## src/design/ifst_pkg.sv

```systemverilog
// Shared types, constants and the frame builder for the id frame serial transmitter.
`timescale 1ns / 1ps

package ifst_pkg;

  localparam int FRAME_W = 64;
  localparam int CNT_W   = $clog2(FRAME_W + 1);
  localparam int ID_W    = 16;
  localparam int TDATA_IN_W  = 16;
  localparam int TDATA_OUT_W = 8;

  localparam logic [31:0] FRAME_HI_BASE = 32'hD950_0830;
  localparam logic [31:0] FRAME_LO_BASE = 32'h0000_100D;
  localparam logic [7:0]  CHK_SEED      = 8'hE8;

  // Input word kinds carried on tuser.
  typedef enum logic {
    KIND_START = 1'b0,
    KIND_TICK  = 1'b1
  } kind_t;

  // Bit phase; the encoding follows the countdown put, rise, fall.
  typedef enum logic [1:0] {
    PH_FALL = 2'd1,
    PH_RISE = 2'd2,
    PH_PUT  = 2'd3
  } phase_t;

  // Control from the sequencer to the row of frame cells.
  typedef struct packed {
    logic load;
    logic shift;
  } cell_ctl_t;

  // One result word.
  typedef struct packed {
    logic done_res;
    logic busy_res;
    logic clock_line;
    logic data_line;
  } result_t;

  function automatic logic [FRAME_W-1:0] build_frame(input logic [ID_W-1:0] id);
    logic [7:0]  chk;
    logic [31:0] hi;
    logic [31:0] lo;
    chk = CHK_SEED ^ id[15:8] ^ id[7:0];
    hi  = FRAME_HI_BASE | {28'd0, id[15:12]};
    lo  = FRAME_LO_BASE | {id[11:0], 20'd0} | {20'd0, chk, 4'd0};
    return {hi, lo};
  endfunction

endpackage

```

## src/design/ifst_bit_cell.sv

```systemverilog
// One cell of the frame shift row: holds a single frame bit.
`timescale 1ns / 1ps

module ifst_bit_cell
  import ifst_pkg::*;
(
  input  logic      clk,
  input  logic      rst_n,
  input  cell_ctl_t ctl,
  input  logic      load_bit,
  input  logic      shift_in,
  output logic      bit_q
);

  logic bit_r;
  logic bit_nxt;

  // Load wins over shift; a start word replaces the whole frame.
  always_comb begin
    bit_nxt = bit_r;
    if (ctl.load) begin
      bit_nxt = load_bit;
    end else if (ctl.shift) begin
      bit_nxt = shift_in;
    end
  end

  always_ff @(posedge clk) begin
    if (!rst_n) begin
      bit_r <= 1'b0;
    end else begin
      bit_r <= bit_nxt;
    end
  end

  assign bit_q = bit_r;

endmodule

```

## src/design/ifst_ctrl.sv

```systemverilog
// Bit sequencer: phase, bit count and the data and clock pin levels.
`timescale 1ns / 1ps

module ifst_ctrl
  import ifst_pkg::*;
(
  input  logic      clk,
  input  logic      rst_n,
  input  logic      step,
  input  kind_t     kind,
  input  logic      frame_msb,
  output cell_ctl_t cell_ctl,
  output result_t   result
);

  phase_t           phase_r, phase_nxt;
  logic [CNT_W-1:0] left_r, left_nxt;
  logic             sending_r, sending_nxt;
  logic             data_r, data_nxt;
  logic             clock_r, clock_nxt;
  logic             done;

  always_ff @(posedge clk) begin
    if (!rst_n) begin
      phase_r   <= PH_PUT;
      left_r    <= '0;
      sending_r <= 1'b0;
      data_r    <= 1'b0;
      clock_r   <= 1'b0;
    end else if (step) begin
      phase_r   <= phase_nxt;
      left_r    <= left_nxt;
      sending_r <= sending_nxt;
      data_r    <= data_nxt;
      clock_r   <= clock_nxt;
    end
  end

  // The next bit to send always sits in the top cell, so no bit index is needed.
  always_comb begin
    phase_nxt      = phase_r;
    left_nxt       = left_r;
    sending_nxt    = sending_r;
    data_nxt       = data_r;
    clock_nxt      = clock_r;
    done           = 1'b0;
    cell_ctl.load  = 1'b0;
    cell_ctl.shift = 1'b0;
    if (kind == KIND_START) begin
      cell_ctl.load = step;
      left_nxt      = CNT_W'(FRAME_W);
      phase_nxt     = PH_PUT;
      sending_nxt   = 1'b1;
    end else if (sending_r) begin
      if (left_r == '0) begin
        data_nxt    = 1'b0;
        sending_nxt = 1'b0;
        done        = 1'b1;
      end else begin
        unique case (phase_r)
          PH_PUT: begin
            data_nxt  = frame_msb;
            phase_nxt = PH_RISE;
          end
          PH_RISE: begin
            clock_nxt = 1'b1;
            phase_nxt = PH_FALL;
          end
          PH_FALL: begin
            clock_nxt      = 1'b0;
            phase_nxt      = PH_PUT;
            left_nxt       = left_r - CNT_W'(1);
            cell_ctl.shift = step;
          end
          default: begin
            phase_nxt = phase_r;
          end
        endcase
      end
    end
    result.data_line  = data_nxt;
    result.clock_line = clock_nxt;
    result.busy_res   = sending_nxt;
    result.done_res   = done;
  end

  // The count never runs past a full frame.
  a_left_range: assert property (@(posedge clk) disable iff (!rst_n)
    left_r <= CNT_W'(FRAME_W))
    else $error("bit count above frame length");

  // An idle sequencer always waits in the put phase.
  a_idle_phase: assert property (@(posedge clk) disable iff (!rst_n)
    !sending_r |-> phase_r == PH_PUT)
    else $error("idle with phase not at put");

  // Done, taken on a step, ends the send and leaves the data line low.
  a_done_cause: assert property (@(posedge clk) disable iff (!rst_n)
    (step && done) |=> !sending_r && !data_r)
    else $error("done without ending the send");

endmodule

```

## src/design/id_frame_serial_transmitter_top.sv

```systemverilog
// Top level of the id frame serial transmitter: cell row, sequencer, output buffer.
`timescale 1ns / 1ps

// Usage
// The input channel takes one word per accepted handshake. in_tuser selects the
// kind of word: 0 starts a new 64-bit frame built from the 16-bit id on in_tdata,
// 1 is a timer tick that advances the bit-banged send by one step (put data,
// raise clock, lower clock per frame bit, MSB first, then one final tick that
// drives data low and flags done). A start during a send restarts it.
// Every accepted input word produces exactly one result word on the output
// channel, carrying the data and clock pin levels, busy and done.
// The result word is registered into the head entry, or into the skid entry when
// the head is still waiting. Throughput is one word per cycle while in_tready is
// high; the frame lives in a row of 64 one-bit cells that shift toward the top
// once per finished bit, so each word is a single register update.
// A two-entry output buffer (head plus skid register) lets one more input word
// be accepted while a result waits; when the receiver stalls long enough to fill
// both entries, in_tready drops until the head word is taken.
// Synchronous reset clears the pins, the frame and the buffer; the block is idle
// with no result pending afterwards.

module id_frame_serial_transmitter_top
  import ifst_pkg::*;
(
  input  logic                   clk,
  input  logic                   rst_n,
  input  logic                   in_tvalid,
  output logic                   in_tready,
  input  logic [TDATA_IN_W-1:0]  in_tdata,   // [15:0] id
  input  logic                   in_tuser,   // [0] kind
  output logic                   out_tvalid,
  input  logic                   out_tready,
  output logic [TDATA_OUT_W-1:0] out_tdata   // [0] data_line, [1] clock_line,
                                             // [2] busy_res, [3] done_res, [7:4] zero
);

  logic               push;
  logic               pop;
  cell_ctl_t          cell_ctl;
  result_t            result;
  logic [FRAME_W-1:0] frame_load;
  logic [FRAME_W-1:0] frame_q;

  logic    head_vld_r, head_vld_nxt;
  logic    skid_vld_r, skid_vld_nxt;
  result_t head_r, head_nxt;
  result_t skid_r, skid_nxt;

  assign in_tready = !skid_vld_r;
  assign push      = in_tvalid && in_tready;
  assign pop       = head_vld_r && out_tready;

  assign frame_load = build_frame(in_tdata[ID_W-1:0]);

  // Cell 0 holds the frame LSB; each bit moves up one cell per finished bit.
  for (genvar i = 0; i < FRAME_W; i++) begin : g_cell
    if (i == 0) begin : g_first
      ifst_bit_cell u_cell (
        .clk      (clk),
        .rst_n    (rst_n),
        .ctl      (cell_ctl),
        .load_bit (frame_load[i]),
        .shift_in (1'b0),
        .bit_q    (frame_q[i])
      );
    end else begin : g_rest
      ifst_bit_cell u_cell (
        .clk      (clk),
        .rst_n    (rst_n),
        .ctl      (cell_ctl),
        .load_bit (frame_load[i]),
        .shift_in (frame_q[i-1]),
        .bit_q    (frame_q[i])
      );
    end
  end

  ifst_ctrl u_ctrl (
    .clk       (clk),
    .rst_n     (rst_n),
    .step      (push),
    .kind      (kind_t'(in_tuser)),
    .frame_msb (frame_q[FRAME_W-1]),
    .cell_ctl  (cell_ctl),
    .result    (result)
  );

  // Output buffer: a new word goes to the head when it frees up, else to the skid.
  always_comb begin
    head_vld_nxt = head_vld_r;
    skid_vld_nxt = skid_vld_r;
    head_nxt     = head_r;
    skid_nxt     = skid_r;
    if (skid_vld_r) begin
      if (pop) begin
        head_nxt     = skid_r;
        skid_vld_nxt = 1'b0;
      end
    end else if (push) begin
      if (!head_vld_r || pop) begin
        head_nxt     = result;
        head_vld_nxt = 1'b1;
      end else begin
        skid_nxt     = result;
        skid_vld_nxt = 1'b1;
      end
    end else if (pop) begin
      head_vld_nxt = 1'b0;
    end
  end

  always_ff @(posedge clk) begin
    if (!rst_n) begin
      head_vld_r <= 1'b0;
      skid_vld_r <= 1'b0;
    end else begin
      head_vld_r <= head_vld_nxt;
      skid_vld_r <= skid_vld_nxt;
    end
  end

  always_ff @(posedge clk) begin
    head_r <= head_nxt;
    skid_r <= skid_nxt;
  end

  assign out_tvalid = head_vld_r;
  assign out_tdata  = {{(TDATA_OUT_W - 4){1'b0}}, head_r};

  // The skid entry is only ever filled behind a waiting head word.
  a_skid_behind_head: assert property (@(posedge clk) disable iff (!rst_n)
    skid_vld_r |-> head_vld_r)
    else $error("skid entry valid with empty head");

  // A word that ends the send never reports busy.
  a_done_not_busy: assert property (@(posedge clk) disable iff (!rst_n)
    (head_vld_r && head_r.done_res) |-> !head_r.busy_res)
    else $error("done word still marked busy");

  // With both entries full, a pop moves the skid word into the head.
  a_skid_moves: assert property (@(posedge clk) disable iff (!rst_n)
    (skid_vld_r && out_tready) |=> (head_vld_r && !skid_vld_r &&
                                    head_r == $past(skid_r)))
    else $error("skid word not forwarded to head");

endmodule
```

## config.mk

```make
export PLATFORM = sky130hd
export DESIGN_NAME = id_frame_serial_transmitter_top
export DESIGN_NICKNAME = d
export VERILOG_FILES = /design/src/design/ifst_pkg.sv /design/src/design/ifst_bit_cell.sv /design/src/design/ifst_ctrl.sv /design/src/design/id_frame_serial_transmitter_top.sv
export SDC_FILE = /design/constraint.sdc
export NUM_CORES = 1
export LEC_CHECK = 0
export BUFFER_PORTS_ARGS = -buffer_cell sky130_fd_sc_hd__buf_2
export CAP_MARGIN = 20
export CORE_UTILIZATION = 63
export DETAILED_ROUTE_END_ITERATION = 7
export PLACE_DENSITY_LB_ADDON = 0.15
export SYNTH_ARGS = -nofsm -noshare
export SYNTH_HDL_FRONTEND = slang
export SYNTH_SLANG_ARGS = --single-unit
```

## constraint.sdc

```tcl
create_clock -name clk -period 5.8 [get_ports clk]
set_clock_uncertainty 0.05 [all_clocks]
set_input_delay 0.29 -clock clk [delete_from_list [all_inputs] [get_ports clk]]
set_output_delay 0.29 -clock clk [all_outputs]
set_load 0.01 [all_outputs]
```

======== Word level (Yosys, flattened, before mapping) ========
Index checks and enable logic that the tools add are counted.
word-level totals
  register bits ........................... 86
  bits of input ports ..................... 21
  output and inout port bits .............. 10
cells by class
  add/subtract/negate cells ............... 1
  equal/unequal tests ..................... 9
  multiplexer cells ....................... 130
  bitwise logic cells ..................... 6
  reduce and logical (&&, ||, !) cells .... 16
operators with widths
  kind                                                    number
  two-way mux 1 bit                                       117
  bitwise OR 32 x 12 -> 32 bit                            1
  two-way mux 7 bit                                       4
  two-way mux 4 bit                                       4
  AND reduction 3 bit                                     3
  AND reduction 4 bit                                     2
  nonzero test 2 bit                                      4
  bitwise XOR 8 bit                                       1
  logical NOT 7 bit                                       1
  subtractor 7 x 1 -> 7 bit (second input constant)       1
  two-way mux 2 bit                                       3
  inequality test 2 bit (second input constant)           3
  one-hot mux 2 bit (3 select lines)                      1
  equality test 2 bit (second input constant)             2
  inequality test 2 x 1 -> 1 bit (second input constant)  2
  inequality test 4 x 1 -> 1 bit (second input constant)  1
  NOT 4 bit                                               1
  NOT 1 bit                                               3
  equality test 2 x 1 -> 1 bit (second input constant)    1
  logical AND 1 bit                                       2
  logical NOT 1 bit                                       2
  one-hot mux 1 bit (2 select lines)                      1
  OR reduction 2 bit                                      1
  logical OR 1 bit                                        1

======== Longest topological paths before layout ========
Gate-level depths: netlist of the first run.
  depth after elaboration ................. 8
  depth in mapped cells ................... 8
  gate-level depth less buffers ........... 6

======== By module ========
Synthesis of the first run repeated with hierarchy kept, for this count alone.
second synthesis, totals
  cell total of the unflattened synthesis .. 388
  area total of the unflattened synthesis .. 4,379.2 um2
by module, submodules not included
  module                           instances  cells each  area an instance (um2)  sequential area each (um2)
  ifst_bit_cell                    64         4           47.5                    20.0
  ifst_ctrl                        1          91          799.5                   240.2
  id_frame_serial_transmitter_top  1          41          536.8                   280.3

======== Least setup slack after synthesis of the first run ========
Ideal clock, no wire load.
  path type ............................... flip-flop to flip-flop
  start point ............................. register u_ctrl.left_r[0]
  end point ............................... register head_r, in the netlist out_tdata[0], data pin
  setup time .............................. 0.260 ns
  data arrival time ....................... 1.641 ns
  data required time ...................... 5.490 ns
  setup slack ............................. 3.849 ns
  cell stages (with the launch flop) ...... 7
  buffers on the path ..................... 0
  clock period less this slack ............ 1.951 ns
  path through ............................ dfxtp_1 > inv_1 > ha_1 > nor4b_1 > a22oi_1 > a21o_1 > mux2_2
RTL lines
  item                    RTL line                                source
  start, declared         ifst_ctrl.sv:17                         logic [CNT_W-1:0] left_r, left_nxt;
  start signal, assigned  ifst_ctrl.sv:32                         left_r <= left_nxt;
  end signal, assigned    id_frame_serial_transmitter_top.sv:123  head_r <= head_nxt;
  end, declared           id_frame_serial_transmitter_top.sv:46   result_t head_r, head_nxt;

======== Final worst setup path of the first run ========
  start point ............................. register skid_vld_r
  end point ............................... register u_ctrl.left_r[4]
on the way
  longest elaborated chain between the ends .. 3
RTL lines
  item                                  RTL line                                source
  start, declared                       id_frame_serial_transmitter_top.sv:45   logic skid_vld_r, skid_vld_nxt;
  start signal, assigned                id_frame_serial_transmitter_top.sv:118  skid_vld_r <= skid_vld_nxt;
  logical NOT 1 bit                     id_frame_serial_transmitter_top.sv:49   assign in_tready = !skid_vld_r;
  logical AND 1 bit                     id_frame_serial_transmitter_top.sv:50   assign push = in_tvalid && in_tready;
  AND reduction 4 bit (no source line)  --
No other way between the ends.
A chain may end at the register's enable or synchronous reset.

==> flow_metrics.env, run 1 <==
export IMPL_status="complete, no violations"
export IMPL_htreeDepth=3
export IMPL_period_needed_ps=2808
export IMPL_synth_ff_type="dfxtp_1"
export IMPL_syn_area_um2=3628
export IMPL_grt_overflow=0
export IMPL_setup_viol=0
export IMPL_post_route_period_util_pct=48.41
export IMPL_layout_cells_non_filler=477
export IMPL_dp_cells=461
export IMPL_place_hpwl_um=4480
export IMPL_drive_gt1_share_pct=16.05
export IMPL_cp_depth=4
export IMPL_synth_compound_area_share_pct=19.07
export IMPL_drtPass1Iterations=4
export IMPL_fin_nets=427
export IMPL_cpPeakStageDelay_ps=760
export IMPL_hold_viol=0
export IMPL_antenna_found_initial=0
export IMPL_synth_seq_cells=86
export IMPL_rsz0062_at_grt="false"
export IMPL_die_h_um=77.89
export IMPL_holdPathStages=2
export IMPL_tightest_slew_ps=915.8
export IMPL_synthXorXnorAreaFrac_pct=2.172
export IMPL_synth_cell_types=53
export IMPL_antenna_left=0
export IMPL_wire_per_inst_um=14.86
export IMPL_muxShareOfSynthArea_pct=6.138
export IMPL_power_share_combinational_pct=7.1
export IMPL_synth_async_sr_flop_share_pct=0
export IMPL_drtIter0Drc=188
export IMPL_p_switching_mw=0.2760
export IMPL_drc=0
export IMPL_ioPinCount=31
export IMPL_cts_resized_gates=0
export IMPL_powerDensity_nw_per_um2=296.7
export IMPL_startpoint_type="flip-flop"
export IMPL_globalplace_congestion=0.7886
export IMPL_synthCells=391
export IMPL_crit_path_frequent_cell="nand2_1"
export IMPL_rows=27
export IMPL_syn2layout_area_growth_pct=8.621
export IMPL_synth_top_area_share_pct=43.03
export IMPL_r2r_slack_ps=2990
export IMPL_crit_fanout=45
export IMPL_synth_edf_count=8
export IMPL_syn_mean_instance_area_um2=9.280
export IMPL_core_um2=5540
export IMPL_yosys_area_share_simple_pct=15.45
export IMPL_critPathRequiredTime_ps=6050
export IMPL_p_int_mw=0.8932
export IMPL_worst_path_max_delay_cell="nand2_1"
export IMPL_hold_path_class="input pin to flip-flop"
export IMPL_n_fill_cell=425
export IMPL_yosys_cell_count_top_type="dfxtp_1"
export IMPL_cts_sinks=86
export IMPL_path_cells="or3b_2, nand2_1, or4_1, nand2_1"
export IMPL_final_max_slew_viol_count=0
export IMPL_ir_worst_vdd_mv=0.2037
export IMPL_initial_core_util_pct=65.49
export IMPL_ys_warn_count=0
export IMPL_cts_root_buf="clkbuf_8"
export IMPL_synth_adder_area_share_pct=2.069
export IMPL_r2r_cells=4
export IMPL_grt_usage_pct=25.39
export IMPL_critPathCaptureType="flip-flop"
export IMPL_port_buffers=26
export IMPL_power_frac_clock_pct=38.4
export IMPL_seq_power_share_pct=54.5
export IMPL_clk_path_buf_depth=2
export IMPL_grt_pass1_vias=2687
export IMPL_relSlewSlack_pct=38.80
export IMPL_die_area_um2=6067
export IMPL_cts_tree="done"
export IMPL_cp_num_buf_inv=0
export IMPL_vias=2809
export IMPL_antennaDiodeCount=0
export IMPL_p_sw_share_pct=23.61
export IMPL_fin_setup_tns_ps=0
export IMPL_arrival_ps=3060
export IMPL_grt_first_pass_wirelength_um=12020
export IMPL_via_per_inst=5.889
export IMPL_synth_largest_area_cell="dfxtp_1"
export IMPL_numCtsBuffers=9
export IMPL_cts_hold_buf=0
export IMPL_grt_max_degree=61
export IMPL_die_w_um=77.89
export IMPL_yosys_top_cells_area="dfxtp_1, nand2_1, edfxtp_1"
export IMPL_critical_path_class="flip-flop to flip-flop"
export IMPL_post_cts_buffers=0
export IMPL_seq_area_frac_synth_pct=49.66
export IMPL_drv_cap=0
export IMPL_cts_clk_slew_worst_paths_ps=80
export IMPL_clkLatencyLatePin_ps=350
export IMPL_wirelength_um=7087
export IMPL_synth_top_family_by_area="compound AO/OA/AOI/OAI gates"
export IMPL_ys_top_cells_by_count="dfxtp_1, nand2_1, nor2_1"
export IMPL_p_leak_nw=1.661
export IMPL_max_freq_mhz=356.2
export IMPL_cp_top_family="simple AND/OR/NAND/NOR gates"
==> layout make-up <==
cell class	instances	area, µm²	share of cell area (%)
clock inverter	4	51.30	1.302
inverter	9	33.78	0.8571
clock buffer	12	166.4	4.222
timing repair buffer	28	145.1	3.683
sequential	86	1802	45.71
tap	72	90.09	2.286
multi-input combinational	266	1653	41.94
==> kinds of logic after synthesis <==
logic type	after synthesis
compound gates	94
simple gates	131
flops	86
buf+inv	42
xor+xnor	9
mux	22
other cells	1
fa+ha+maj	6
==> metal layers <==
metal	global-route usage (%)	vias up	wire (µm)
met1	31.83	1349	3346
met2	41.86	54	3333
met4	13.33	0	141
li1	-	1392	-
met3	4.353	14	265
met5	0	-	0
==> worst paths after layout <==
path / startpoint / endpoint
worst min register to register: g_cell[13].g_rest.u_cell.bit_q / g_cell[14].g_rest.u_cell.bit_q
worst min-delay path: out_tready / skid_vld_r
worst max-delay path: skid_vld_r / u_ctrl.left_r[4]
worst max register to register: skid_vld_r / u_ctrl.left_r[4]
==> cells in the final DEF (no fill, tap or decap), types with 2 or more instances in the layout <==
cell type,instances
a311oi_1,7
o221ai_1,2
mux2_2,2
buf_4,2
conb_1,4
nor2b_1,4
o21a_1,2
mux2i_1,20
nand4_1,2
o221a_2,14
a211oi_1,4
a41o_1,2
a21oi_1,17
a31oi_1,13
nand2_1,65
ha_1,6
xor2_1,8
edfxtp_1,8
o22ai_1,5
dfxtp_1,78
nand3_1,2
buf_2,26
nor3_1,4
nor2_1,43
o31ai_1,2
clkinvlp_4,2
inv_1,8
o21ai_0,15
clkbuf_8,10
==> worst register-to-register path, cell delays in order (launching register included) <==
cell and delay [ps]:
dfxtp_1 470, or3b_2 710, nand2_1 770, or4_1 690, nand2_1 70
==> through the flow <==
stage	hold slack [ps]	cell area [µm²]	util (%)	worst slack, ps	power (mW)
finish	125.0	3941	71.14	2992	1.169
global route	116.1	3941	71.14	2744	1.213
CTS	114.3	3941	71.14	2996	1.174
detailed placement	394.2	3724	67.21	2980	0.7329
global placement	392.3	3724	67.21	3000	0.7301
floorplan	340.1	3640	-	3849	0.7082
==> flip-flops by register name, summed over array words and instances (netlist names) <==
| name | cells |
|---|---|
| u_ctrl.left_r | 7 |
| u_ctrl.clock_r | 1 |
| u_ctrl.sending_r | 1 |
| g_cell.g_first.u_cell.bit_q | 1 |
| out_tvalid | 1 |
| u_ctrl.data_r | 1 |
| skid_r | 4 |
| out_tdata | 4 |
| u_ctrl.phase_r | 2 |
| g_cell.g_rest.u_cell.bit_q | 63 |
| skid_vld_r | 1 |
==> power groups by stage <==
stage                     registers (mW)  clock network, mW  logic (mW)
after floorplan                    0.647                  0      0.0610
after global placement             0.650                  0      0.0805
after detailed placement           0.650                  0      0.0828
after CTS                          0.636              0.455      0.0832
after global routing               0.640              0.480      0.0938
final                              0.637              0.449      0.0834
(Power assumes the default switching activity.)
==> run 2, diff against run 1 <==
--- a/config.mk
+++ b/config.mk
@@ -5,9 +5,10 @@
 export SDC_FILE = /design/constraint.sdc
 export NUM_CORES = 1
 export LEC_CHECK = 0
+export ABC_AREA = 1
 export BUFFER_PORTS_ARGS = -buffer_cell sky130_fd_sc_hd__buf_2
 export CAP_MARGIN = 20
-export CORE_UTILIZATION = 63
+export CORE_UTILIZATION = 54
 export DETAILED_ROUTE_END_ITERATION = 7
 export PLACE_DENSITY_LB_ADDON = 0.15
 export SYNTH_ARGS = -nofsm -noshare
==> constraint.sdc (replaced) <==
create_clock -name clk -period 2.32 [get_ports clk]
set_clock_uncertainty 0.05 [all_clocks]
set_input_delay 0.116 -clock clk [delete_from_list [all_inputs] [get_ports clk]]
set_output_delay 0.116 -clock clk [all_outputs]
set_load 0.01 [all_outputs]
==> run 2 against run 1 <==
  * Synthesized cell count grew 36%
  * Non-clock buffer count grew 4
  * Clock power grew 140%
  * Sequential cell count is the same
  * Setup slack lost 2800 ps
  * Area after synthesis grew 8.7%
  * Cell count grew 35%
  * Critical path depth grew 6
  * Cell area grew 8.3%
  * Register-to-register slack lost 2800 ps
  * Die area grew 26%
  * Count of clock-buffer cells in the layout shrank 3
  * Largest power group unchanged
==> flow_metrics.env, run 2 <==
export IMPL_status="complete, no violations"
export IMPL_antenna_left=0
export IMPL_die_h_um=87.47
export IMPL_final_max_slew_viol_count=0
export IMPL_cts_hold_buf=1
export IMPL_initial_core_util_pct=57.12
export IMPL_synthCells=532
export IMPL_fin_nets=571
export IMPL_post_cts_buffers=0
export IMPL_setup_viol=0
export IMPL_cts_root_buf="clkbuf_8"
export IMPL_rows=30
export IMPL_post_route_period_util_pct=89.91
export IMPL_cts_tree="done"
export IMPL_wire_per_inst_um=11.58
export IMPL_cts_sinks=86
export IMPL_cts_resized_gates=0
export IMPL_hold_viol=0
export IMPL_synth_top_area_share_pct=39.58
export IMPL_grt_pass1_vias=2859
export IMPL_dp_cells=628
export IMPL_syn_mean_instance_area_um2=7.415
export IMPL_drtIter0Drc=180
export IMPL_drtPass1Iterations=4
export IMPL_grt_usage_pct=21.57
export IMPL_yosys_top_cells_area="dfxtp_1, nand2_1, a21oi_1"
export IMPL_post_route_util_pct=61.79
export IMPL_arrival_ps=2280
export IMPL_drv_cap=0
export IMPL_synth_largest_area_cell="dfxtp_1"
export IMPL_rsz0062_at_grt="false"
export IMPL_finalPower_mw=3.036
export IMPL_wirelength_um=7471
export IMPL_clkLatencyLatePin_ps=360
export IMPL_holdWs_ps=62.53
export IMPL_seq_area_frac_synth_pct=45.67
export IMPL_syn2layout_area_growth_pct=8.183
export IMPL_hold_path_class="input pin to flip-flop"
export IMPL_p_leak_nw=1.916
export IMPL_layout_common_cells="nand2_1, dfxtp_1, nor2_1, a21oi_1, inv_1"
export IMPL_yosys_cell_count_top_type="nand2_1"
export IMPL_critPathCaptureType="flip-flop"
export IMPL_globalplace_congestion=0.7999
export IMPL_critPathRequiredTime_ps=2520
export IMPL_n_fill_cell=664
export IMPL_core_um2=6907
export IMPL_powerDensity_nw_per_um2=711.3
export IMPL_grt_overflow=0
export IMPL_cts_clk_slew_worst_paths_ps=90
export IMPL_tightest_slew_ps=509.8
export IMPL_ys_top_cells_by_count="nand2_1, dfxtp_1, nor2_1"
export IMPL_crit_fanout=46
export IMPL_antenna_found_initial=0
export IMPL_worst_path_max_delay_cell="nand2_4"
export IMPL_critical_path_class="flip-flop to flip-flop"
export IMPL_synth_async_sr_flop_share_pct=0
export IMPL_place_hpwl_um=4779
export IMPL_ioPinCount=31
export IMPL_max_freq_mhz=479.4
export IMPL_synth_cell_types=30
export IMPL_port_buffers=26
export IMPL_grt_first_pass_wirelength_um=12800
export IMPL_relSlewSlack_pct=65.96
export IMPL_antennaDiodeCount=0
export IMPL_drive_gt1_share_pct=10.93
export IMPL_numCtsBuffers=9
export IMPL_via_per_inst=5.051
export IMPL_clk_path_buf_depth=2
export IMPL_synth_seq_cells=86
export IMPL_drc=0
export IMPL_synth_ff_type="dfxtp_1"
export IMPL_startpoint_type="flip-flop"
export IMPL_vias=3258
export IMPL_htreeDepth=3
export IMPL_syn_area_um2=3945
export IMPL_ys_warn_count=0
export IMPL_grt_max_degree=74
export IMPL_path_cells="inv_1, ha_1, inv_1, nor2_1, nand3_1, nand3_4, nand2_4, inv_1, nor2_1, nor2_1"
export IMPL_die_area_um2=7651
export IMPL_cpPeakStageDelay_ps=440
export IMPL_period_needed_ps=2086
export IMPL_layout_cells_non_filler=645
export IMPL_mostFrequentLayoutCell="nand2_1"
export IMPL_largest_register_ffs=63
export IMPL_fin_setup_tns_ps=0
export IMPL_synth_edf_count=8
export IMPL_ir_worst_vdd_mv=0.5637
export IMPL_die_w_um=87.47
## run 2: cell types whose count changed after synthesis, moves of 20 or more
cell,previous run,this run
inv_1,8,47
nand3_1,2,39
a21oi_1,17,52
o21ai_0,15,42
mux2i_1,20,0
nand2_1,65,122
## run 2: report_power, final
group / internal [mW] / total [mW] / switching (mW) / leakage (nW)
combinational: 0.132 / 0.370 / 0.239 / 1.10
clock: 0.513 / 1.07 / 0.557 / 0.105
sequential: 1.56 / 1.60 / 0.0342 / 0.711
total: 2.21 / 3.04 / 0.830 / 1.92
## run 2: path summary, 6_finish.rpt
check	cells past startpoint	to	start	slack [ps]
setup / recovery	10	g_cell[5].g_rest.u_cell.bit_q	u_ctrl.left_r[0]	230
hold / removal	3	g_cell[37].g_rest.u_cell.bit_q	rst_n	60
setup reg to reg	10	g_cell[5].g_rest.u_cell.bit_q	u_ctrl.left_r[0]	230
hold reg to reg	2	g_cell[46].g_rest.u_cell.bit_q	g_cell[46].g_rest.u_cell.bit_q	390
## run 2: worst max-delay path: cells and delay by family, from the launching register on
family / cells / cell delay (ps)
buffers and inverters: 3 / 330
adders and majority gates: 1 / 210
DFF: 1 / 350
and+or+nand+nor: 6 / 1010
## run 2: per-stage QoR
step	setup slack (ps)	cell area, µm²
detailed placement	248.2	4055
global placement	327.4	4055
floorplan	775.2	3956
CTS	225.9	4268
finish	234.0	4268
global route	0.04174	4268
## run 2: final cells by class
class                      instances  area, µm²  area share [%]
clock inverter                     7      78.83           1.847
tap                               96      120.1           2.814
clock buffer                       9      123.9           2.902
inverter                          53      206.4           4.837
multi-input combinational        362       1747           40.93
timing repair buffer              32      190.2           4.456
sequential                        86       1802           42.22
## run 2: kinds of logic after synthesis
kind of cell | synth area share (%)
AOI/OAI and AO/OA | 13.64
adders and majority gates | 1.903
other | 0.09506
DFF | 45.67
xor gates and xnor gates | 2.442
and+or+nand+nor | 25.91
buffers and inverters | 10.34
## run 2: routing by layer
metal  up-vias  routed length (µm)  part of all wire (%)  global-route usage (%)
met5         -                   0                     0                       0
met3         6                 360                   4.8                   5.687
met4         0                  54                  0.72                   6.408
met1      1445                3582                    48                   27.90
met2        78                3475                    47                   35.30
li1       1729                   -                     -                       -
